$ cat config.mk
export PLATFORM = sky130hd
export DESIGN_NAME = pea_dop
export DESIGN_NICKNAME = d
export VERILOG_FILES = /design/src/pea_pkg.sv /design/src/pea_dop.sv
export SDC_FILE = /design/constraint.sdc
export NUM_CORES = 2
export LEC_CHECK = 0
export BUFFER_PORTS_ARGS = -buffer_cell sky130_fd_sc_hd__buf_2
export CAP_MARGIN = 20
export CORE_MARGIN = 4
export CORE_UTILIZATION = 36
export DETAILED_ROUTE_END_ITERATION = 7
export GPL_TIMING_DRIVEN = 0
export PLACE_DENSITY = 0.62
export SETUP_SLACK_MARGIN = 0.2
export SLEW_MARGIN = 20
export SYNTH_ARGS = -nofsm -noshare
export SYNTH_HDL_FRONTEND = slang
export SYNTH_SLANG_ARGS = --single-unit
$ cat constraint.sdc
create_clock -name clk -period 12.3 [get_ports clk]
set_input_delay 2.46 -clock clk [delete_from_list [all_inputs] [get_ports clk]]
set_output_delay 2.46 -clock clk [all_outputs]
set_load 0.05 [all_outputs]
$ cat src/pea_pkg.sv
// Shared types, constants and tables for the polarization edge angle pixel block.
package pea_pkg;

	// Configuration register indexes
	localparam logic [0:0] REG_FRAME_WIDTH  = 1'b0;
	localparam logic [0:0] REG_FRAME_HEIGHT = 1'b1;

	localparam logic [12:0] FRAME_WIDTH_RST  = 13'd1280;
	localparam logic [12:0] FRAME_HEIGHT_RST = 13'd800;

	// CORDIC
	localparam int CORDIC_STEPS = 16;
	localparam int ATAN_ENTRIES = 24;
	localparam int CORDIC_LAT   = 1 + CORDIC_STEPS;

	// Q16 and Q15 angle constants
	localparam logic signed [19:0] PI_Q16      = 20'sd205887;
	localparam logic signed [19:0] HALF_PI_Q16 = 20'sd102944;
	localparam logic signed [19:0] HALF_PI_Q15 = 20'sd51472;

	// Degree conversion: deg = floor(floor(N / 2^16) / 20000),
	// N = 2 * |e| * 572958 + 655360000; the division by 20000 uses a reciprocal
	localparam logic [20:0] DEG_NUM2    = 21'd1145916;
	localparam logic [29:0] DEG_DEN     = 30'd655360000;
	localparam logic [21:0] DEG_RECIP   = 22'd3435974;
	localparam int          DEG_RSHIFT  = 36;

	// Degree of polarization: square root and divider steps
	localparam int SQ_STEPS  = 27;
	localparam int DIV_STEPS = 16;
	localparam int DOP_LAT   = 2 + SQ_STEPS + DIV_STEPS;

	localparam int EDGE_LAT  = 4;
	localparam int ALIGN_LAT = DOP_LAT - CORDIC_LAT - EDGE_LAT;
	localparam int PIPE_LAT  = 1 + DOP_LAT;

	typedef struct packed {
		logic signed [31:0] x;
		logic signed [31:0] y;
		logic signed [19:0] z;
		logic               sp;
		logic signed [19:0] spz;
	} cordic_st_t;

	typedef struct packed {
		logic [26:0] root;
		logic [29:0] rem;
		logic [21:0] m;
		logic [10:0] i;
		logic        ok;
	} sqrt_st_t;

	typedef struct packed {
		logic [27:0] rem;
		logic [11:0] d;
		logic [15:0] q;
		logic        ok;
	} div_st_t;

	typedef struct packed {
		logic [15:0] pa;
		logic [7:0]  deg;
	} angle_t;

	// round(atan(2^-i) * 2^16)
	function automatic logic signed [19:0] atan_q16(input int i);
		logic signed [19:0] r;
		unique case (i)
			0:       r = 20'sd51472;
			1:       r = 20'sd30386;
			2:       r = 20'sd16055;
			3:       r = 20'sd8150;
			4:       r = 20'sd4091;
			5:       r = 20'sd2047;
			6:       r = 20'sd1024;
			7:       r = 20'sd512;
			8:       r = 20'sd256;
			9:       r = 20'sd128;
			10:      r = 20'sd64;
			11:      r = 20'sd32;
			12:      r = 20'sd16;
			13:      r = 20'sd8;
			14:      r = 20'sd4;
			15:      r = 20'sd2;
			16:      r = 20'sd1;
			default: r = 20'sd0;
		endcase
		return r;
	endfunction

endpackage

$ cat src/pea_dop.sv
// Degree of polarization: squares, bit-per-stage square root and divider.
module pea_dop (
	input  logic               clk,
	input  logic               en,
	input  logic [10:0]        i,
	input  logic signed [11:0] q,
	input  logic signed [11:0] u,
	output logic [15:0]        dop
);

	logic signed [23:0] qq, uu;
	logic [21:0]        ii;
	logic [19:0]        q2_s1;
	logic [21:0]        u2_s1, i2_s1;
	logic [10:0]        i_s1;
	logic [21:0]        m;

	pea_pkg::sqrt_st_t sq_s [0:pea_pkg::SQ_STEPS];
	pea_pkg::div_st_t  dv_s [pea_pkg::DIV_STEPS];
	pea_pkg::div_st_t  dv_in;

	// Squares
	always_comb begin
		qq = q * q;
		uu = u * u;
		ii = i * i;
	end

	always_ff @(posedge clk) begin
		if (en) begin
			q2_s1 <= qq[19:0];
			u2_s1 <= uu[21:0];
			i2_s1 <= ii;
			i_s1  <= i;
		end
	end

	// Magnitude and range check
	assign m = {2'b0, q2_s1} + u2_s1;

	always_ff @(posedge clk) begin
		if (en) begin
			sq_s[0].root <= '0;
			sq_s[0].rem  <= '0;
			sq_s[0].m    <= m;
			sq_s[0].i    <= i_s1;
			sq_s[0].ok   <= (i_s1 != 11'd0) && (m <= i2_s1);
		end
	end

	// Square root of m * 2^32, one result bit per stage
	for (genvar k = 0; k < pea_pkg::SQ_STEPS; k++) begin : g_sqrt
		logic [1:0]        pair;
		logic [29:0]       nrem;
		logic [28:0]       trial;
		pea_pkg::sqrt_st_t nxt;

		if (k <= 10) begin : g_bits
			assign pair = sq_s[k].m[21-2*k -: 2];
		end else begin : g_zero
			assign pair = 2'b00;
		end

		always_comb begin
			nrem  = {sq_s[k].rem[27:0], pair};
			trial = {sq_s[k].root, 2'b01};
			nxt   = sq_s[k];
			if (nrem >= {1'b0, trial}) begin
				nxt.rem  = nrem - {1'b0, trial};
				nxt.root = {sq_s[k].root[25:0], 1'b1};
			end else begin
				nxt.rem  = nrem;
				nxt.root = {sq_s[k].root[25:0], 1'b0};
			end
		end

		always_ff @(posedge clk) begin
			if (en) begin
				sq_s[k+1] <= nxt;
			end
		end
	end

	// Rounded quotient (root + I) / (2 I)
	always_comb begin
		dv_in.rem = {1'b0, sq_s[pea_pkg::SQ_STEPS].root} + {17'b0, sq_s[pea_pkg::SQ_STEPS].i};
		dv_in.d   = {sq_s[pea_pkg::SQ_STEPS].i, 1'b0};
		dv_in.q   = '0;
		dv_in.ok  = sq_s[pea_pkg::SQ_STEPS].ok;
	end

	for (genvar j = 0; j < pea_pkg::DIV_STEPS; j++) begin : g_div
		localparam int B = pea_pkg::DIV_STEPS - 1 - j;
		pea_pkg::div_st_t cur, nxt;
		logic [27:0]      dsh;

		if (j == 0) begin : g_first
			assign cur = dv_in;
		end else begin : g_next
			assign cur = dv_s[j-1];
		end

		always_comb begin
			dsh = {16'b0, cur.d} << B;
			nxt = cur;
			if (cur.rem >= dsh) begin
				nxt.rem  = cur.rem - dsh;
				nxt.q[B] = 1'b1;
			end
		end

		always_ff @(posedge clk) begin
			if (en) begin
				dv_s[j] <= nxt;
			end
		end
	end

	assign dop = dv_s[pea_pkg::DIV_STEPS-1].ok ? dv_s[pea_pkg::DIV_STEPS-1].q : 16'd0;

endmodule

==> reports/results.tsv <==
metric	value	unit
setup TNS	0	ns
end of the worst hold path	dv_s[1][129]	
worst hold stages	0	
Total Wirelength	236000	microns
Synth Cell Area	122000	sq um
GRT Overall Usage	13.2	%
slew margin rel.	24.5	%
Crit path largest cell delay	0.57	ns
status	complete, no violations	
Final WS setup	4.54	ns
max-slew violations	0	
routability congestion estimate	0.881	
Sink Count	2330	
Wirelength per Cell	15.8	microns
ys flop type	edfxtp_1	
H-tree depth	4	
Placed Cells	14500	
nature of the critical path startpoint	input pin	
vias in the first global route	76100	
CP Data Required Time	12.95	ns
Reg clk slew, reported paths	0.06	ns
DIE AREA	349000	sq um
largest net degree at the start of global routing	154	
CP Class	in2reg	
die height	591	microns
fill count	31300	
Yosys reg bits	2330	
Post-synth EDFFs	2330	
drt initial violations	5164	
dpl hpwl	174000	microns
clk buf depth	4	
cts hold-fix bufs	0	
vias per std cell	4.98	
initial antenna violation count	6	
Worst Hold Class	reg2reg	
Initial Util	36.2	%
sequential-to-total area share from yosys stat	57.2	%
synthesized area per cell	12.4	sq um
DRT antenna net count	0	
FFs w/ async S/R, synth	0	%
hold path startpoint	dv_s[1][72]	
max_cap viols	0	
DRT Pass-1 Iters	6	
final hold vios	0	
area of the multi-input gates	47300	sq um
Core Footprint	338000	sq um
root buf cell	clkbuf_16	
first-pass GRT wire length	385000	microns
Worst Clk Skew	0.0859	ns
Synthesis Warnings	0	
RR Endpoint	dv_s[0][53]	
final std cells w/o fill	14900	
PwrDens	193	nW/um^2
leakage	53.2	nW
Crit-path slowest cell	o41ai_1	
Worst-Margin Slew	1.12	ns
register area	70000	sq um
flop2flop setup slack	5.90	ns
Reg2Reg Depth	24	
Final setup violation count	0	
Cell Chain, Critical Path	clkbuf_1 > inv_1 > nor2_1 > fa_1 > ha_1 > fa_1 > inv_1 > fa_1 > fa_1 > inv_1 > ha_1 > nor2b_1 > o21ai_0 > a21boi_0 > nor4_1 > o31ai_1 > o41ai_1 > o2111ai_1 > a21oi_1 > xnor2_1	
pre-CTS setup slack	3.65	ns
max frequency	129	MHz
clock buffer count from CTS	246	
unrepaired setup endpoints after global routing	false	
num ports	53	
GRT Residual Overflow	0	
Post-CTS Resized	0	
overall die width	591	microns
# Post-CTS Setup Buffers	0	
Vias	74300	
Worst path most repeated cell	fa_1	
CP arrival	8.40	ns
IR drop worst, VDD	156	uV
site row count	213	
Mapped Cells	9889	
CP Capture Type	register	
FF-to-FF Start	sq_s[1][1065]	
P&R area growth vs syn	11.6	%
distinct cell type count after synthesis	95	
min Tclk post-route	7.76	ns
NumNets Final	11300	
Tcrit/Tclk final	63.0	%
Clk Latency, worst-skew pair	0.90	ns
DP Area	129000	sq um
ratio of cells with drive above 1 in the final layout	5.94	%
# DRC	0	
Post-Layout Inst Area	137000	sq um
input/output buffers	46	
TritonCTS clock tree	done	
Crit Path Max Fanout	9	
==> worst max path at each step <==
stage / startpoint / to / slack [ns]
2_1_floorplan: i[10] / i2_s1[21] / 4.61
3_3_place_gp: en / dv_s[3][184] / -27.61
3_5_place_dp: u[1] / u2_s1[21] / 3.65
4_1_cts: u[1] / u2_s1[21] / 4.63
6_report: u[1] / u2_s1[21] / 4.54
5_1_grt: u[1] / u2_s1[21] / 4.12
==> cell families (layout without fill, tap and decap cells) <==
family | count (synthesis) | count (layout) | synth area share (%)
buffers and inverters | 1356 | 1866 | 4.18
AOI/OAI and AO/OA | 1659 | 1659 | 8.38
muxes | 139 | 139 | 1.26
adders and majority gates | 1066 | 1066 | 12.8
DFF | 2330 | 2330 | 57.2
xor gates and xnor gates | 831 | 831 | 5.95
other | 1 | 8 | 0.00306
and+or+nand+nor | 2507 | 2507 | 10.3
==> layout by cell type, fill, tap and decap left out, drive strengths merged, types with 50 or more instances in the layout <==
cell,n
o21ai,485
or2,51
nand2,635
a21o,183
nand3,138
o31ai,71
a21oi,458
buf,90
xnor2,429
and3,50
o21bai,53
ha,759
clkinv,103
edfxtp,2330
and2,134
o21a,90
nand2b,94
mux2,119
or4,61
nand4,84
nor4,139
clkbuf,436
inv,1198
nor2,578
fa,307
or3,106
nor3,226
xor2,402
nor2b,98
a211oi,51
==> worst max-delay path: cells and delay by family <==
family          cells  cell delay, ns
compound gates      6            1.60
buf+inv             4            0.92
fa+ha+maj           6            2.59
xor+xnor            1            0.10
simple gates        3            0.72
==> sequential cells by signal (all words and copies together) (netlist names) <==
signal,cells
i2_s1,21
sq_s,1522
i_s1,10
q2_s1,19
dv_s,737
u2_s1,21
==> Yosys cell counts (13+ instances only) <==
| master | number | area [sq um] |
|---|---|---|
| a2111oi_0 | 14 | 123 |
| a211o_1 | 20 | 175 |
| a211oi_1 | 51 | 383 |
| a21boi_0 | 44 | 330 |
| a21o_1 | 183 | 1370 |
| a21oi_1 | 458 | 2290 |
| a31oi_1 | 43 | 269 |
| and2_1 | 134 | 838 |
| and3_1 | 50 | 313 |
| buf_2 | 13 | 65.1 |
| clkbuf_1 | 134 | 503 |
| edfxtp_1 | 2330 | 70000 |
| fa_1 | 307 | 6150 |
| ha_1 | 759 | 9500 |
| inv_1 | 1191 | 4470 |
| mux2_2 | 118 | 1330 |
| mux2i_1 | 20 | 200 |
| nand2_1 | 634 | 2380 |
| nand2b_1 | 93 | 582 |
| nand3_1 | 138 | 691 |
| nand3b_1 | 24 | 180 |
| nand4_1 | 84 | 526 |
| nand4b_1 | 19 | 166 |
| nor2_1 | 578 | 2170 |
| nor2b_1 | 98 | 613 |
| nor3_1 | 226 | 1130 |
| nor4_1 | 137 | 857 |
| nor4b_1 | 25 | 219 |
| o211ai_1 | 25 | 188 |
| o21a_1 | 90 | 676 |
| o21ai_0 | 481 | 2410 |
| o21bai_1 | 53 | 398 |
| o31ai_1 | 71 | 533 |
| o41ai_1 | 17 | 149 |
| or2_2 | 50 | 313 |
| or3_1 | 104 | 651 |
| or4_1 | 60 | 450 |
| xnor2_1 | 429 | 3760 |
| xor2_1 | 402 | 3520 |
==> layout make-up <==
type,count,area share [%]
clock buffers,302,4.71
multi-input cells,6205,34.6
well taps,4515,4.14
plain buffers,161,0.463
diodes,5,0.00916
repair buffers,63,0.522
inverters,1195,3.28
clock inverters,145,1.01
flip-flops and latches,2330,51.2
==> layer usage <==
layer / vias up / wire, microns / global-route usage (%)
met3: 459 / 9660 / 1.88
met4: 2 / 6730 / 3.85
met1: 36100 / 101000 / 16.5
li1: 36100 / - / -
met5: - / 13 / 0
met2: 1562 / 118000 / 23.7
==> through the flow <==
step           power (W)  util [%]  hold WS (ns)
5_1_grt           0.0282      40.5         0.411
2_1_floorplan     0.0171         -         0.400
3_5_place_dp      0.0194      38.1         0.405
6_report          0.0264      40.5         0.392
4_1_cts           0.0267      40.4         0.391
3_3_place_gp      0.0197      38.0         0.400
==> where the power goes <==
group,switching [W],internal [W]
clock network,0.00298,0.00420
logic,0.00455,0.00346
registers,0.000716,0.0105
total,0.00825,0.0181
No activity file was read; power rests on OpenSTA's default activity.
