$ cat config.mk
export PLATFORM = sky130hd
export DESIGN_NAME = pea_cordic
export DESIGN_NICKNAME = d
export VERILOG_FILES = /design/src/pea_pkg.sv /design/src/pea_cordic.sv
export SDC_FILE = /design/constraint.sdc
export NUM_CORES = 2
export LEC_CHECK = 0
export ABC_AREA = 1
export BUFFER_PORTS_ARGS = -buffer_cell sky130_fd_sc_hd__buf_2
export CAP_MARGIN = 15
export CORE_AREA = 2 2 454 795
export CTS_BUF_LIST = sky130_fd_sc_hd__clkbuf_2 sky130_fd_sc_hd__clkbuf_4 sky130_fd_sc_hd__clkbuf_8
export CTS_CLUSTER_SIZE = 8
export DETAILED_ROUTE_END_ITERATION = 8
export DIE_AREA = 0 0 456 797
export PLACE_DENSITY_LB_ADDON = 0.2
export SYNTH_ARGS = -nofsm -noshare
export SYNTH_HDL_FRONTEND = slang
export SYNTH_SLANG_ARGS = --single-unit
$ cat constraint.sdc
create_clock -name clk -period 3.3 [get_ports clk]
set_input_delay 0.165 -clock clk [delete_from_list [all_inputs] [get_ports clk]]
set_output_delay 0.165 -clock clk [all_outputs]
set_load 0.02 [all_outputs]
$ cat src/pea_pkg.sv
// Shared types, constants and tables for the polarization edge angle pixel block.
package pea_pkg;

	// Configuration register indexes
	localparam logic [0:0] REG_FRAME_WIDTH  = 1'b0;
	localparam logic [0:0] REG_FRAME_HEIGHT = 1'b1;

	localparam logic [12:0] FRAME_WIDTH_RST  = 13'd1280;
	localparam logic [12:0] FRAME_HEIGHT_RST = 13'd800;

	// CORDIC
	localparam int CORDIC_STEPS = 16;
	localparam int ATAN_ENTRIES = 24;
	localparam int CORDIC_LAT   = 1 + CORDIC_STEPS;

	// Q16 and Q15 angle constants
	localparam logic signed [19:0] PI_Q16      = 20'sd205887;
	localparam logic signed [19:0] HALF_PI_Q16 = 20'sd102944;
	localparam logic signed [19:0] HALF_PI_Q15 = 20'sd51472;

	// Degree conversion: deg = floor(floor(N / 2^16) / 20000),
	// N = 2 * |e| * 572958 + 655360000; the division by 20000 uses a reciprocal
	localparam logic [20:0] DEG_NUM2    = 21'd1145916;
	localparam logic [29:0] DEG_DEN     = 30'd655360000;
	localparam logic [21:0] DEG_RECIP   = 22'd3435974;
	localparam int          DEG_RSHIFT  = 36;

	// Degree of polarization: square root and divider steps
	localparam int SQ_STEPS  = 27;
	localparam int DIV_STEPS = 16;
	localparam int DOP_LAT   = 2 + SQ_STEPS + DIV_STEPS;

	localparam int EDGE_LAT  = 4;
	localparam int ALIGN_LAT = DOP_LAT - CORDIC_LAT - EDGE_LAT;
	localparam int PIPE_LAT  = 1 + DOP_LAT;

	typedef struct packed {
		logic signed [31:0] x;
		logic signed [31:0] y;
		logic signed [19:0] z;
		logic               sp;
		logic signed [19:0] spz;
	} cordic_st_t;

	typedef struct packed {
		logic [26:0] root;
		logic [29:0] rem;
		logic [21:0] m;
		logic [10:0] i;
		logic        ok;
	} sqrt_st_t;

	typedef struct packed {
		logic [27:0] rem;
		logic [11:0] d;
		logic [15:0] q;
		logic        ok;
	} div_st_t;

	typedef struct packed {
		logic [15:0] pa;
		logic [7:0]  deg;
	} angle_t;

	// round(atan(2^-i) * 2^16)
	function automatic logic signed [19:0] atan_q16(input int i);
		logic signed [19:0] r;
		unique case (i)
			0:       r = 20'sd51472;
			1:       r = 20'sd30386;
			2:       r = 20'sd16055;
			3:       r = 20'sd8150;
			4:       r = 20'sd4091;
			5:       r = 20'sd2047;
			6:       r = 20'sd1024;
			7:       r = 20'sd512;
			8:       r = 20'sd256;
			9:       r = 20'sd128;
			10:      r = 20'sd64;
			11:      r = 20'sd32;
			12:      r = 20'sd16;
			13:      r = 20'sd8;
			14:      r = 20'sd4;
			15:      r = 20'sd2;
			16:      r = 20'sd1;
			default: r = 20'sd0;
		endcase
		return r;
	endfunction

endpackage

$ cat src/pea_cordic.sv
// Pipelined vectoring CORDIC giving atan2(y, x) in Q16 radians.
module pea_cordic (
	input  logic               clk,
	input  logic               en,
	input  logic signed [12:0] y,
	input  logic signed [12:0] x,
	output logic signed [19:0] z
);

	pea_pkg::cordic_st_t stg_s [0:pea_pkg::CORDIC_STEPS];
	pea_pkg::cordic_st_t prep;
	logic signed [31:0]  xs, ys;

	// Axis cases and pre-rotation into the right half plane
	always_comb begin
		xs = {{3{x[12]}}, x, 16'b0};
		ys = {{3{y[12]}}, y, 16'b0};
		prep.x   = xs;
		prep.y   = ys;
		prep.z   = '0;
		prep.sp  = (y == 13'sd0) || (x == 13'sd0);
		if (y == 13'sd0) begin
			prep.spz = (x < 13'sd0) ? pea_pkg::PI_Q16 : 20'sd0;
		end else begin
			prep.spz = (y > 13'sd0) ? pea_pkg::HALF_PI_Q16 : -pea_pkg::HALF_PI_Q16;
		end
		if (xs < 32'sd0) begin
			if (ys > 32'sd0) begin
				prep.x = ys;
				prep.y = -xs;
				prep.z = pea_pkg::HALF_PI_Q16;
			end else begin
				prep.x = -ys;
				prep.y = xs;
				prep.z = -pea_pkg::HALF_PI_Q16;
			end
		end
	end

	always_ff @(posedge clk) begin
		if (en) begin
			stg_s[0] <= prep;
		end
	end

	// One micro-rotation per stage
	for (genvar i = 0; i < pea_pkg::CORDIC_STEPS; i++) begin : g_step
		pea_pkg::cordic_st_t nxt;
		logic signed [31:0]  dx, dy;

		always_comb begin
			dx  = stg_s[i].y >>> i;
			dy  = stg_s[i].x >>> i;
			nxt = stg_s[i];
			if (stg_s[i].y >= 32'sd0) begin
				nxt.x = stg_s[i].x + dx;
				nxt.y = stg_s[i].y - dy;
				nxt.z = stg_s[i].z + pea_pkg::atan_q16(i);
			end else begin
				nxt.x = stg_s[i].x - dx;
				nxt.y = stg_s[i].y + dy;
				nxt.z = stg_s[i].z - pea_pkg::atan_q16(i);
			end
		end

		always_ff @(posedge clk) begin
			if (en) begin
				stg_s[i+1] <= nxt;
			end
		end
	end

	assign z = stg_s[pea_pkg::CORDIC_STEPS].sp ? stg_s[pea_pkg::CORDIC_STEPS].spz
	                                           : stg_s[pea_pkg::CORDIC_STEPS].z;

endmodule

==> run summary <==
==================================================================================
GR Util met3                                                                 3.33%
GRT Total Usage                                                              25.1%
Core region area                                                       357000 um^2
Max Buffers Root-to-Sink                                                         4
Via count                                                                   110052
Maximum clock frequency                                                    291 MHz
Tightest Hold Check Type                                              input port to flop
Flip-flop count of the largest register after layout                          1205
Average size of a mapped cell                                            7.60 um^2
Storage element area                                                    36200 um^2
Global Route met2 Usage                                                      51.8%
Number of distinct library cells after synthesis                                64
Number of antenna violations at the first check in global routing                8
Number of global-route vias before repair                                   114535
Initial DRC count                                                             4416
Place WS                                                                 -0.699 ns
Number of fill cells in the layout                                           35375
Vias per inst                                                                 4.89
Violations in the final reports                                       setup timing
Fraction of the yosys area taken by sequential cells                         33.9%
Kind of end point of the critical path                                        flop
Share of final-layout standard cells stronger than drive strength 1          38.0%
Post-route clock skew                                                     0.133 ns
Critical Path Fanout Max                                                         4
Area of the multi-input gates                                           80300 um^2
DRC violations left                                                              0
Met1 track demand over resource in global routing                            16.0%
TritonCTS buffer count                                                         215
Post-synthesis cell type with the largest combined area               sky130_fd_sc_hd__edfxtp_1
Fin cells                                                                    22509
Number of buffers added on ports                                                47
Worst path arrival time                                                    4.19 ns
Mapped Cells                                                                 14037
FF+latch count, synth                                                         1205
H-tree depth                                                                     4
Final hold violation count                                                       0
Slew at the pin closest to its max-slew limit                             0.828 ns
Final-report setup violation count                                              39
Largest net degree at the start of global routing                               79
Tcrit/Tclk final                                                              104%
# clock sinks                                                                 1205
Top Registers                                                         stg_s (1205)
Cell types with the largest area share after synthesis                sky130_fd_sc_hd__edfxtp_1, sky130_fd_sc_hd__ha_1, sky130_fd_sc_hd__nand2_1
Area growth from synthesis to final layout                                   51.4%
Clock-pin slew on the worst setup and hold paths                           0.06 ns
Data required time at the worst endpoint                                   4.06 ns
Number of nets still failing antenna checks after routing                        0
Detail-routed net length per standard cell                                 21.2 um
Run status                                                            complete, but fails checks
Global-route wire length before repair                                   676000 um
Total of max-cap violations                                                      0
Yosys top cell area share                                                    33.9%
Row cnt                                                                        291
Largest Register                                                             stg_s
Crit path setup slack, layout                                            -0.131 ns
Count of warnings emitted by yosys                                               0
Leading register cell type out of synthesis                           sky130_fd_sc_hd__edfxtp_1
Half-perimeter wire length after placement                               394000 um
Global placer's final weighted congestion                                     1.04
Later-pin clock latency in the skew report                                 1.06 ns
Post-layout nets                                                             18699
Fraction of synthesis flops using an asynchronous set or reset pin              0%
Initial cell density of the core                                             29.9%
Width of the die                                                            456 um
Grt ovf                                                                          0
Unrepaired setup endpoints after global routing                               true
Post-synthesis instance area                                           107000 um^2
TritonCTS clock tree                                                          done
Library cell used as clock root buffer                                sky130_fd_sc_hd__clkbuf_8
Final Critical Period                                                      3.43 ns
Max-slew headroom at the worst pin                                           44.4%
Most used routing layer in global routing                                     met2
I/O pin total                                                                   48
Die H                                                                       797 um
Total wire length                                                        478000 um
Full die area                                                          363000 um^2
Crit Path Class                                                       flop to flop
Max Slew Vio Count                                                               0
Number of cells after detailed placement                                     21691
Number of enable-type register cells in the synthesized netlist               1205
DR pass1 iterations                                                              6
Setup crit start kind                                                         flop
==================================================================================
[kinds of logic (layout without fill, tap and decap cells)]
family | after synthesis | after routing | synth area share (%)
compound gates | 2486 | 2486 | 13.1
xor+xnor | 1266 | 1266 | 10.4
fa+ha+maj | 992 | 992 | 11.9
buf+inv | 2041 | 5738 | 7.28
flops | 1205 | 1205 | 33.9
mux | 2 | 2 | 0.0211
other cells | 1 | 88 | 0.00351
simple gates | 6044 | 6044 | 23.4
[path summary, 6_finish.rpt]
kind / startpoint / endpoint / slack (ns) / depth (start not counted)
setup / recovery: stg_s[5][79] / stg_s[6][68] / -0.13 / 21
hold / removal: y[1] / stg_s[0][90] / 0.12 / 4
setup reg to reg: stg_s[5][79] / stg_s[6][68] / -0.13 / 21
hold reg to reg: stg_s[12][17] / stg_s[13][17] / 0.36 / 0
[cells in the mapped netlist, types with 56 or more instances]
master,count
sky130_fd_sc_hd__o31ai_1,56
sky130_fd_sc_hd__nand3_1,742
sky130_fd_sc_hd__clkbuf_1,78
sky130_fd_sc_hd__o21bai_1,152
sky130_fd_sc_hd__o21a_1,58
sky130_fd_sc_hd__a21oi_1,1057
sky130_fd_sc_hd__nand4_1,193
sky130_fd_sc_hd__inv_1,1892
sky130_fd_sc_hd__ha_1,959
sky130_fd_sc_hd__xnor2_1,301
sky130_fd_sc_hd__o21ai_0,708
sky130_fd_sc_hd__nand2_1,3099
sky130_fd_sc_hd__xor2_1,961
sky130_fd_sc_hd__nor4_1,65
sky130_fd_sc_hd__nor3_1,200
sky130_fd_sc_hd__o21ai_1,68
sky130_fd_sc_hd__a31oi_1,104
sky130_fd_sc_hd__a21boi_0,65
sky130_fd_sc_hd__a21o_1,123
sky130_fd_sc_hd__edfxtp_1,1205
sky130_fd_sc_hd__nor2_1,1605
[critical path, cell delays in order (launching register included)]
cell                       delay, ns
sky130_fd_sc_hd__edfxtp_1       0.39
sky130_fd_sc_hd__inv_2          0.11
sky130_fd_sc_hd__buf_12         0.12
sky130_fd_sc_hd__nand2_8        0.05
sky130_fd_sc_hd__nor2_4         0.11
sky130_fd_sc_hd__buf_6          0.16
sky130_fd_sc_hd__nand2_4        0.07
sky130_fd_sc_hd__nor2_4         0.10
sky130_fd_sc_hd__nand2_2        0.09
sky130_fd_sc_hd__nand2_1        0.08
sky130_fd_sc_hd__xnor2_1        0.11
sky130_fd_sc_hd__buf_4          0.17
sky130_fd_sc_hd__inv_1          0.05
sky130_fd_sc_hd__ha_1           0.33
sky130_fd_sc_hd__a21oi_1        0.29
sky130_fd_sc_hd__o21ai_1        0.21
sky130_fd_sc_hd__a21oi_4        0.25
sky130_fd_sc_hd__nor2_1         0.10
sky130_fd_sc_hd__nor3_4         0.19
sky130_fd_sc_hd__nand2_1        0.07
sky130_fd_sc_hd__nand2_1        0.06
sky130_fd_sc_hd__nand2_1        0.05
[placed cells by master, fill, tap and decap left out, types with 289 or more instances in the layout]
| master | instances |
|---|---|
| sky130_fd_sc_hd__nand2_1 | 2510 |
| sky130_fd_sc_hd__inv_1 | 1612 |
| sky130_fd_sc_hd__nor2_1 | 1077 |
| sky130_fd_sc_hd__buf_6 | 289 |
| sky130_fd_sc_hd__ha_1 | 689 |
| sky130_fd_sc_hd__xor2_1 | 860 |
| sky130_fd_sc_hd__buf_4 | 3021 |
| sky130_fd_sc_hd__nand3_1 | 594 |
| sky130_fd_sc_hd__a21oi_2 | 345 |
| sky130_fd_sc_hd__a21oi_1 | 611 |
| sky130_fd_sc_hd__o21ai_0 | 369 |
| sky130_fd_sc_hd__nand2_2 | 419 |
| sky130_fd_sc_hd__edfxtp_1 | 1205 |
[layout make-up]
type	count	area share [%]
sequential	1205	22.4
clock inverter	83	0.472
antenna	9	0.0139
inverter	1913	4.52
tap	4688	3.63
clock buffer	267	2.08
timing repair buffer	3475	17.2
multi-input combinational	10869	49.7
[metrics by stage]
| stage | instance area, um^2 | hold slack [ns] | setup TNS (ns) | util (%) |
|---|---|---|---|---|
| after floorplan | 107000 | 0.264 | 0 | - |
| after detailed placement | 135000 | 0.405 | -101.35 | 37.9 |
| after CTS | 149000 | 0.00932 | -3.24 | 41.6 |
| after global routing | 162000 | 0.0527 | -24.92 | 45.2 |
| final | 162000 | 0.120 | -1.59 | 45.2 |
| after global placement | 135000 | 0.401 | -105.05 | 37.9 |
[per-layer routing]
layer  share of wire, %  vias up
li1                   -    54218
met1                 25    51214
met4                 16        2
met5             0.0025        -
met3                3.0     2019
met2                 56     2599
[timing repair]
item | CTS | global route
resized for setup | 1849 | 2740
pin swaps | 537 | 1352
hold buffers | 67 | 0
buffers inserted | 171 | 271
endpoints found under the hold margin | 466 | 0
endpoints found under the setup margin | 412 | 437
Power is not shown: default switching activity piles up to over one toggle a cycle in this logic, so the estimate is an artifact.
