$ cat config.mk
export PLATFORM = sky130hd
export DESIGN_NAME = pea_edge
export DESIGN_NICKNAME = d
export VERILOG_FILES = /design/src/pea_pkg.sv /design/src/pea_edge.sv
export SDC_FILE = /design/constraint.sdc
export NUM_CORES = 1
export LEC_CHECK = 0
export ABC_AREA = 1
export BUFFER_PORTS_ARGS = -buffer_cell sky130_fd_sc_hd__buf_2
export CAP_MARGIN = 5
export CORE_MARGIN = 2
export CORE_UTILIZATION = 40
export DETAILED_ROUTE_END_ITERATION = 6
export SYNTH_ARGS = -nofsm -noshare
export SYNTH_HDL_FRONTEND = slang
export SYNTH_SLANG_ARGS = --single-unit
$ cat constraint.sdc
create_clock -name clk -period 6.4 [get_ports clk]
set_input_delay 0.32 -clock clk [delete_from_list [all_inputs] [get_ports clk]]
set_output_delay 0.32 -clock clk [all_outputs]
set_load 0.05 [all_outputs]
$ cat src/pea_pkg.sv
// Shared types, constants and tables for the polarization edge angle pixel block.
package pea_pkg;

	// Configuration register indexes
	localparam logic [0:0] REG_FRAME_WIDTH  = 1'b0;
	localparam logic [0:0] REG_FRAME_HEIGHT = 1'b1;

	localparam logic [12:0] FRAME_WIDTH_RST  = 13'd1280;
	localparam logic [12:0] FRAME_HEIGHT_RST = 13'd800;

	// CORDIC
	localparam int CORDIC_STEPS = 16;
	localparam int ATAN_ENTRIES = 24;
	localparam int CORDIC_LAT   = 1 + CORDIC_STEPS;

	// Q16 and Q15 angle constants
	localparam logic signed [19:0] PI_Q16      = 20'sd205887;
	localparam logic signed [19:0] HALF_PI_Q16 = 20'sd102944;
	localparam logic signed [19:0] HALF_PI_Q15 = 20'sd51472;

	// Degree conversion: deg = floor(floor(N / 2^16) / 20000),
	// N = 2 * |e| * 572958 + 655360000; the division by 20000 uses a reciprocal
	localparam logic [20:0] DEG_NUM2    = 21'd1145916;
	localparam logic [29:0] DEG_DEN     = 30'd655360000;
	localparam logic [21:0] DEG_RECIP   = 22'd3435974;
	localparam int          DEG_RSHIFT  = 36;

	// Degree of polarization: square root and divider steps
	localparam int SQ_STEPS  = 27;
	localparam int DIV_STEPS = 16;
	localparam int DOP_LAT   = 2 + SQ_STEPS + DIV_STEPS;

	localparam int EDGE_LAT  = 4;
	localparam int ALIGN_LAT = DOP_LAT - CORDIC_LAT - EDGE_LAT;
	localparam int PIPE_LAT  = 1 + DOP_LAT;

	typedef struct packed {
		logic signed [31:0] x;
		logic signed [31:0] y;
		logic signed [19:0] z;
		logic               sp;
		logic signed [19:0] spz;
	} cordic_st_t;

	typedef struct packed {
		logic [26:0] root;
		logic [29:0] rem;
		logic [21:0] m;
		logic [10:0] i;
		logic        ok;
	} sqrt_st_t;

	typedef struct packed {
		logic [27:0] rem;
		logic [11:0] d;
		logic [15:0] q;
		logic        ok;
	} div_st_t;

	typedef struct packed {
		logic [15:0] pa;
		logic [7:0]  deg;
	} angle_t;

	// round(atan(2^-i) * 2^16)
	function automatic logic signed [19:0] atan_q16(input int i);
		logic signed [19:0] r;
		unique case (i)
			0:       r = 20'sd51472;
			1:       r = 20'sd30386;
			2:       r = 20'sd16055;
			3:       r = 20'sd8150;
			4:       r = 20'sd4091;
			5:       r = 20'sd2047;
			6:       r = 20'sd1024;
			7:       r = 20'sd512;
			8:       r = 20'sd256;
			9:       r = 20'sd128;
			10:      r = 20'sd64;
			11:      r = 20'sd32;
			12:      r = 20'sd16;
			13:      r = 20'sd8;
			14:      r = 20'sd4;
			15:      r = 20'sd2;
			16:      r = 20'sd1;
			default: r = 20'sd0;
		endcase
		return r;
	endfunction

endpackage

$ cat src/pea_edge.sv
// Polarization angle scaling, edge angle wrap and conversion to degrees.
module pea_edge (
	input  logic               clk,
	input  logic               en,
	input  logic signed [19:0] a,
	input  logic signed [19:0] ooa,
	output logic [7:0]         deg,
	output logic [15:0]        pa
);

	logic signed [19:0] t;
	logic [15:0]        pa_s1, pa_s2, pa_s3, pa_s4;
	logic signed [19:0] ooa_s1;
	logic signed [20:0] aoe, aoe_w;
	logic [17:0]        mag_s2;
	logic               neg_s2, neg_s3;
	logic [38:0]        nprod;
	logic [21:0]        n_s3;
	logic [43:0]        rprod;
	logic [7:0]         qd;
	logic [7:0]         deg_s4;

	// Halve and round the angle, lift negatives, clamp
	always_comb begin
		t = (a + 20'sd2) >>> 2;
		if (a < 20'sd0) begin
			t = t + pea_pkg::HALF_PI_Q15;
		end
		if (t < 20'sd0) begin
			t = 20'sd0;
		end
		if (t > pea_pkg::HALF_PI_Q15) begin
			t = pea_pkg::HALF_PI_Q15;
		end
	end

	always_ff @(posedge clk) begin
		if (en) begin
			pa_s1  <= t[15:0];
			ooa_s1 <= ooa;
		end
	end

	// Edge angle, wrapped once into +-pi/2
	always_comb begin
		aoe   = $signed({4'b0, pa_s1, 1'b0}) - {ooa_s1[19], ooa_s1};
		aoe_w = aoe;
		if (aoe > 21'(pea_pkg::HALF_PI_Q16)) begin
			aoe_w = aoe - 21'(pea_pkg::PI_Q16);
		end else if (aoe < -21'(pea_pkg::HALF_PI_Q16)) begin
			aoe_w = aoe + 21'(pea_pkg::PI_Q16);
		end
	end

	always_ff @(posedge clk) begin
		if (en) begin
			pa_s2  <= pa_s1;
			neg_s2 <= aoe_w[20];
			mag_s2 <= aoe_w[20] ? 18'(-aoe_w) : aoe_w[17:0];
		end
	end

	// Scale to degrees, first part of the division
	assign nprod = 39'(mag_s2) * 39'(pea_pkg::DEG_NUM2) + 39'(pea_pkg::DEG_DEN);

	always_ff @(posedge clk) begin
		if (en) begin
			pa_s3  <= pa_s2;
			neg_s3 <= neg_s2;
			n_s3   <= nprod[37:16];
		end
	end

	// Divide by 20000 through the reciprocal, apply sign
	always_comb begin
		rprod = 44'(n_s3) * 44'(pea_pkg::DEG_RECIP);
		qd    = rprod[pea_pkg::DEG_RSHIFT +: 8];
	end

	always_ff @(posedge clk) begin
		if (en) begin
			pa_s4  <= pa_s3;
			deg_s4 <= neg_s3 ? 8'(-qd) : qd;
		end
	end

	assign deg = deg_s4;
	assign pa  = pa_s4;

endmodule

==> results.yml, run 1 <==
floorplanning:
  dieArea_um2: 60300
  initial_utilization_pct: 40.5
  design.portCount: 66
  core_region_area_um2: 57700
  dieWidth_um: 246
  dieHeight_um: 246
  fp-row-count: 88
synth:
  post_synth.cell_area_avg_um2: 8.41
  ys_seq_elements: 134
  synthDominantCellAreaShare_pct: 24.1
  synth.yosys.warnings: 0
  synth_edf_count: 134
  synth.cell_area_um2: 23300
  synth.area.top_cells: "sky130_fd_sc_hd__fa_1, sky130_fd_sc_hd__ha_1, sky130_fd_sc_hd__edfxtp_1"
  syn_inst: 2776
  ys_dominant_reg_cell: "sky130_fd_sc_hd__edfxtp_1"
  synth_fp_nets: 3464
  synth.distinct_cells: 48
  ys_seq_area_share_pct: 17.2
  async_flop_share_pct: 0
  synth.largest_area_cell: "sky130_fd_sc_hd__fa_1"
cells_and_area:
  postLayoutCoreUtil_pct: 47.2
  regArea_um2: 4020
  post_route_cells_drive_above_1_share_pct: 15.8
  multi_input_area_um2: 17400
  finished_layout_cells: 3785
  flow.area_growth_from_synthesis_pct: 16.7
  most-common-layout-cells: "sky130_fd_sc_hd__inv_1, sky130_fd_sc_hd__nand2_1, sky130_fd_sc_hd__ha_1, sky130_fd_sc_hd__fa_1, sky130_fd_sc_hd__buf_4"
  nNetsFinal: 3695
  fin_area_um2: 27200
  n_antenna_cell: 0
  layout.cells.most_common: "sky130_fd_sc_hd__inv_1"
  filler_cell_count: 5602
sta:
  timing.final.crit_period_ns: 6.22
  timing.clock.skew_ns: 0.0169
  timing.max_slew.rel_slack_pct: 39.8
  timing.fmax_mhz: 161
  grt_setup_unrepaired: "true"
  setup_viol_count_final: 0
  layout_worst_path_cycle_share_pct: 97.1
  finalMaxSlewViolations: 0
  fin_setup_tns_ns: 0
  worst-slew-pin-transition_ns: 0.903
  hold_viol: 0
setup_path:
  required_ns: 6.61
  endpoint: "deg[7]"
  cp.arrival_ns: 6.43
  worst-r2r-cell-count: 24
  critical_path.max_fanout: 3
  rr_endpoint: "deg[7]"
  r2r_start: "n_s3[13]"
  crit_top_cell: "sky130_fd_sc_hd__fa_1"
  crit_chain: "buf_4 -> ha_4 -> fa_1 -> inv_1 -> fa_1 -> inv_1 -> fa_1 -> fa_1 -> fa_1 -> inv_1 -> fa_1 -> inv_1 -> ha_4 -> a21oi_2 -> o21ai_1 -> a211o_1 -> nand2_1 -> nand3_2 -> xor2_2 -> buf_4 -> nor3_4 -> nand4_1 -> nand3b_1 -> nand2_1"
  setup.reg_to_reg.worst_slack_ns: 0.18
  cp-startpoint: "n_s3[13]"
  startpoint_type: "flop"
  critPathMaxStageDelay_ns: 0.57
  timing_worst_setup_path_type: "flop to flop"
  critPathCaptureType: "flop"
  cp_num_buf_inv: 6
  cpLargestDelayFamily: "adder cells"
  critical_path_cell_with_the_highest_stage_delay: "sky130_fd_sc_hd__fa_1"
  path_depth: 24
hold_path:
  hold_path.class: "input pin to flop"
global_route:
  antenna_found_initial: 0
  grtUsageMet2_pct: 34.7
  grt_max_degree: 73
  grt_use_met3_pct: 2.06
  grt_usage_pct: 19.7
  first_global_vias: 19000
  grt-ovfl-total: 0
  globalRouteMet1Util_pct: 26.1
  grt-busiest-layer: "met2"
  grt_first_pass_wirelength_um: 94900
drt:
  total_wirelength_of_the_detailed_routed_design_um: 58400
  detail-route-antenna-nets: 0
  route.detailed.drc: 0
  drt_first_pass_iters: 5
  wire_per_inst_um: 15.4
  drt_first_iter_violations: 843
  viasPerCell: 4.85
  vias: 18400
placed_design:
  gp_congestion: 0.918
  placement.cell_area_um2: 25500
  dpl.hpwl_um: 50500
  placed_instances: 3730
  port-buffer-count: 64
cts:
  ctsLongestPathBuffers: 2
  cts_made_buffers: 17
  cts-htree-levels: 4
  clock_edge_transition_at_the_registers_on_the_reported_setup_and_hold_paths_ns: 0.07
  cts_tree: "yes"
  clkLatencyLatePin_ns: 0.45
  clock-root-buffer: "sky130_fd_sc_hd__clkbuf_16"
  cts_hold_repair.buffers: 0
  cts_num_sinks: 134
status:
  outcome: "finished, final reports clean"
job:
  cap_viol_max_count: 0
registers in the layout, summed over array words and instances, names as in the netlist:
signal	flops
deg	8
mag_s2	18
n_s3	22
neg_s2	1
neg_s3	1
ooa_s1	20
pa	16
pa_s1	16
pa_s2	16
pa_s3	16
Yosys cell counts, types with 2 or more instances:
| cell type | n |
|---|---|
| sky130_fd_sc_hd__a211oi_1 | 5 |
| sky130_fd_sc_hd__a21boi_0 | 3 |
| sky130_fd_sc_hd__a21o_1 | 11 |
| sky130_fd_sc_hd__a21oi_1 | 84 |
| sky130_fd_sc_hd__a21oi_2 | 4 |
| sky130_fd_sc_hd__a21oi_4 | 2 |
| sky130_fd_sc_hd__a221o_1 | 3 |
| sky130_fd_sc_hd__a31oi_1 | 10 |
| sky130_fd_sc_hd__and2_1 | 3 |
| sky130_fd_sc_hd__and3_1 | 4 |
| sky130_fd_sc_hd__buf_2 | 2 |
| sky130_fd_sc_hd__buf_6 | 6 |
| sky130_fd_sc_hd__edfxtp_1 | 134 |
| sky130_fd_sc_hd__fa_1 | 281 |
| sky130_fd_sc_hd__ha_1 | 365 |
| sky130_fd_sc_hd__inv_1 | 713 |
| sky130_fd_sc_hd__inv_2 | 14 |
| sky130_fd_sc_hd__nand2_1 | 517 |
| sky130_fd_sc_hd__nand2_2 | 24 |
| sky130_fd_sc_hd__nand2_4 | 7 |
| sky130_fd_sc_hd__nand3_1 | 104 |
| sky130_fd_sc_hd__nand3_2 | 5 |
| sky130_fd_sc_hd__nand3b_1 | 5 |
| sky130_fd_sc_hd__nand4_1 | 39 |
| sky130_fd_sc_hd__nand4_2 | 2 |
| sky130_fd_sc_hd__nor2_1 | 161 |
| sky130_fd_sc_hd__nor2_2 | 17 |
| sky130_fd_sc_hd__nor2_4 | 7 |
| sky130_fd_sc_hd__nor3_1 | 20 |
| sky130_fd_sc_hd__nor3b_1 | 2 |
| sky130_fd_sc_hd__nor4_1 | 8 |
| sky130_fd_sc_hd__o211ai_1 | 8 |
| sky130_fd_sc_hd__o21a_1 | 5 |
| sky130_fd_sc_hd__o21ai_0 | 66 |
| sky130_fd_sc_hd__o21ai_1 | 10 |
| sky130_fd_sc_hd__o21ai_2 | 2 |
| sky130_fd_sc_hd__o21bai_1 | 4 |
| sky130_fd_sc_hd__o221ai_1 | 4 |
| sky130_fd_sc_hd__or2_2 | 4 |
| sky130_fd_sc_hd__xnor2_1 | 23 |
| sky130_fd_sc_hd__xor2_1 | 81 |
worst min path at each step:
stage	endpoint	from	slack, ns	cells after the start
2_1_floorplan	neg_s3	neg_s2	0.40	0
3_3_place_gp	pa[1]	pa_s3[1]	0.40	0
3_5_place_dp	pa[11]	pa_s3[11]	0.40	0
4_1_cts	ooa_s1[11]	ooa[11]	0.01	1
5_1_grt	ooa_s1[12]	ooa[12]	0.01	1
6_report	ooa_s1[11]	ooa[11]	0.04	1
area by class of cell:
cell class              instances  area share (%)
multi-input cells            1904            64.0
flip-flops and latches        134            14.8
inverters                     729            10.1
repair buffers                221            5.53
well taps                     765            3.51
clock buffers                  17            1.56
clock inverters                15           0.597
cell families after synthesis:
kind of cell               Yosys count  share of synthesized area (%)
buffers and inverters              738                           12.1
adders and majority gates          646                           43.7
xor gates and xnor gates           104                           3.90
and+or+nand+nor                    930                           17.5
AOI/OAI and AO/OA                  224                           5.60
DFF                                134                           17.2
metal layers:
layer  up-vias  wire length, µm
met5         -                0
met4         0              904
met3        56             1660
met2       315            29400
met1      8900            26400
li1       9105                -
worst reg2reg max path, stage by stage (launching register included):
cell and delay (ns):
sky130_fd_sc_hd__edfxtp_1 0.39, sky130_fd_sc_hd__buf_4 0.16, sky130_fd_sc_hd__ha_4 0.25, sky130_fd_sc_hd__fa_1 0.54, sky130_fd_sc_hd__inv_1 0.06, sky130_fd_sc_hd__fa_1 0.51
sky130_fd_sc_hd__inv_1 0.06, sky130_fd_sc_hd__fa_1 0.57, sky130_fd_sc_hd__fa_1 0.46, sky130_fd_sc_hd__fa_1 0.50, sky130_fd_sc_hd__inv_1 0.05, sky130_fd_sc_hd__fa_1 0.49
sky130_fd_sc_hd__inv_1 0.06, sky130_fd_sc_hd__ha_4 0.26, sky130_fd_sc_hd__a21oi_2 0.17, sky130_fd_sc_hd__o21ai_1 0.11, sky130_fd_sc_hd__a211o_1 0.28, sky130_fd_sc_hd__nand2_1 0.07
sky130_fd_sc_hd__nand3_2 0.10, sky130_fd_sc_hd__xor2_2 0.21, sky130_fd_sc_hd__buf_4 0.16, sky130_fd_sc_hd__nor3_4 0.19, sky130_fd_sc_hd__nand4_1 0.15, sky130_fd_sc_hd__nand3b_1 0.13
sky130_fd_sc_hd__nand2_1 0.05
stage by stage:
stage	hold slack [ns]	worst slack, ns
after floorplan	0.400	0.248
after global placement	0.405	0.00763
after detailed placement	0.405	-0.103
after CTS	0.0138	0.0213
after global routing	0.0138	-0.0508
final	0.0388	0.184
repair_timing:
item                                    CTS  global route
hold endpoints to repair                  0             0
endpoints found under the setup margin   10            19
resized for setup                        12           149
pin swaps                                 0            52
buffers inserted                          1            22
Power of run 1 is left out: the tool's default activity adds up to more than one toggle a clock period on the data nets, which glitch-free logic cannot reach.
==> inputs of run 2 (changes only) <==
clock period = 5.3 ns   (was 6.4 ns; I/O delays follow)
==> results.yml, run 2 (same netlist as run 1, synthesis figures left out) <==
cts:
  ctsLongestPathBuffers: 2
  cts_made_buffers: 17
  cts-htree-levels: 4
  clkLatencyLatePin_ns: 0.47
  clock-root-buffer: "sky130_fd_sc_hd__clkbuf_16"
  cts_num_sinks: 134
  clock_edge_transition_at_the_registers_on_the_reported_setup_and_hold_paths_ns: 0.07
  cts_tree: "yes"
placed_design:
  placement.cell_area_um2: 27900
  dpl.hpwl_um: 54300
  gp_congestion: 0.937
  preCtsSetupSlack_ns: -0.963
  port-buffer-count: 64
sta:
  timing.clock.skew_ns: 0.00873
  setup_viol_count_final: 25
  hold-worst-slack_ns: 0.0266
  timing.fmax_mhz: 163
  finalMaxSlewViolations: 0
  timing.final.crit_period_ns: 6.12
  timing.max_slew.rel_slack_pct: 38.8
  layout_worst_path_cycle_share_pct: 116
  worst-slew-pin-transition_ns: 0.918
  fin_setup_tns_ns: -13.93
  grt_setup_unrepaired: "true"
  hold_viol: 0
  final.setup.worst_slack_ns: -0.823
cells_and_area:
  flow.area_growth_from_synthesis_pct: 30.3
  n_antenna_cell: 0
  post_route_cells_drive_above_1_share_pct: 26.9
  largest_register_ff_count: 22
  fin_area_um2: 30400
  most-common-layout-cells: "sky130_fd_sc_hd__inv_1, sky130_fd_sc_hd__nand2_1, sky130_fd_sc_hd__buf_4, sky130_fd_sc_hd__ha_1, sky130_fd_sc_hd__fa_1"
  layout.cells.most_common: "sky130_fd_sc_hd__inv_1"
  register_with_the_most_flip_flops: "n_s3"
  nNetsFinal: 3971
  layout_top_registers: "n_s3: 22 flops, ooa_s1: 20 flops, mag_s2: 18 flops"
global_route:
  first_global_vias: 20400
  grt-ovfl-total: 0
  grt_first_pass_wirelength_um: 103000
  antenna_found_initial: 0
  grt_max_degree: 93
  grt_usage_pct: 21.4
status:
  violations: "negative setup slack"
  outcome: "finished, violations left"
setup_path:
  critical_path.max_fanout: 4
  cp_num_buf_inv: 6
  timing_worst_setup_path_type: "flop to flop"
  cp.arrival_ns: 6.35
  setup.reg_to_reg.worst_slack_ns: -0.82
  required_ns: 5.52
  cpLargestDelayFamily: "adder cells"
  critical_path_cell_with_the_highest_stage_delay: "sky130_fd_sc_hd__fa_1"
  critPathCaptureType: "flop"
  critPathMaxStageDelay_ns: 0.53
  crit_top_cell: "sky130_fd_sc_hd__fa_1"
  startpoint_type: "flop"
drt:
  wire_per_inst_um: 15.6
  viasPerCell: 4.81
  total_wirelength_of_the_detailed_routed_design_um: 63300
  vias: 19500
  drt_first_iter_violations: 945
  route.detailed.drc: 0
  drt_first_pass_iters: 5
  detail-route-antenna-nets: 0
floorplanning:
  dieWidth_um: 246
  dieHeight_um: 246
  initial_utilization_pct: 40.5
  core_region_area_um2: 57700
  design.portCount: 66
  fp-row-count: 88
  dieArea_um2: 60300
hold_path:
  hold_path.class: "input pin to flop"
job:
  cap_viol_max_count: 0
[run 2: cell types whose count changed in the layout (fill, tap and decap cells not counted), sizes merged]
cell         change
inv              -1
clkinv           +2
dlygate4sd3     +19
clkinvlp         -1
buf            +257
[run 2: per-stage QoR]
stage / instances / util, %
6_report: 4061 / 52.7
5_1_grt: 4061 / 52.7
4_1_cts: 4030 / 51.1
3_5_place_dp: 3947 / 48.4
3_3_place_gp: 3947 / 48.4
2_1_floorplan: 2776 / -
[run 2: final timing paths]
kind             start         to  cells past startpoint
max reg2reg   n_s3[15]     deg[7]                     25
min reg2reg  pa_s3[13]     pa[13]                      0
max           n_s3[15]     deg[7]                     25
min             ooa[1]  ooa_s1[1]                      1
[run 2: cell type report]
class | count | area [µm²]
fillers | 5272 | 27300
multi-input cells | 1904 | 18400
flip-flops and latches | 134 | 4020
repair buffers | 497 | 3730
inverters | 729 | 2750
well taps | 765 | 957
clock buffers | 17 | 425
clock inverters | 15 | 180
[run 2: layer usage]
metal	up-vias	track usage, %	part of all wire, %
met5	-	0	0
met4	0	4.42	1.6
met3	58	2.47	2.6
met2	275	38.0	51
met1	9537	28.1	45
li1	9660	-	-
[run 2: repair_timing]
| action | in CTS | in global routing |
|---|---|---|
| gates cloned | 0 | 0 |
| setup buffers | 36 | 34 |
| hold buffers | 18 | 1 |
| resized for setup | 116 | 141 |
| setup endpoints to repair | 25 | 27 |
| endpoints found under the hold margin | 18 | 1 |
| pin swaps | 100 | 144 |
Power of run 2 is left out for the same reason.
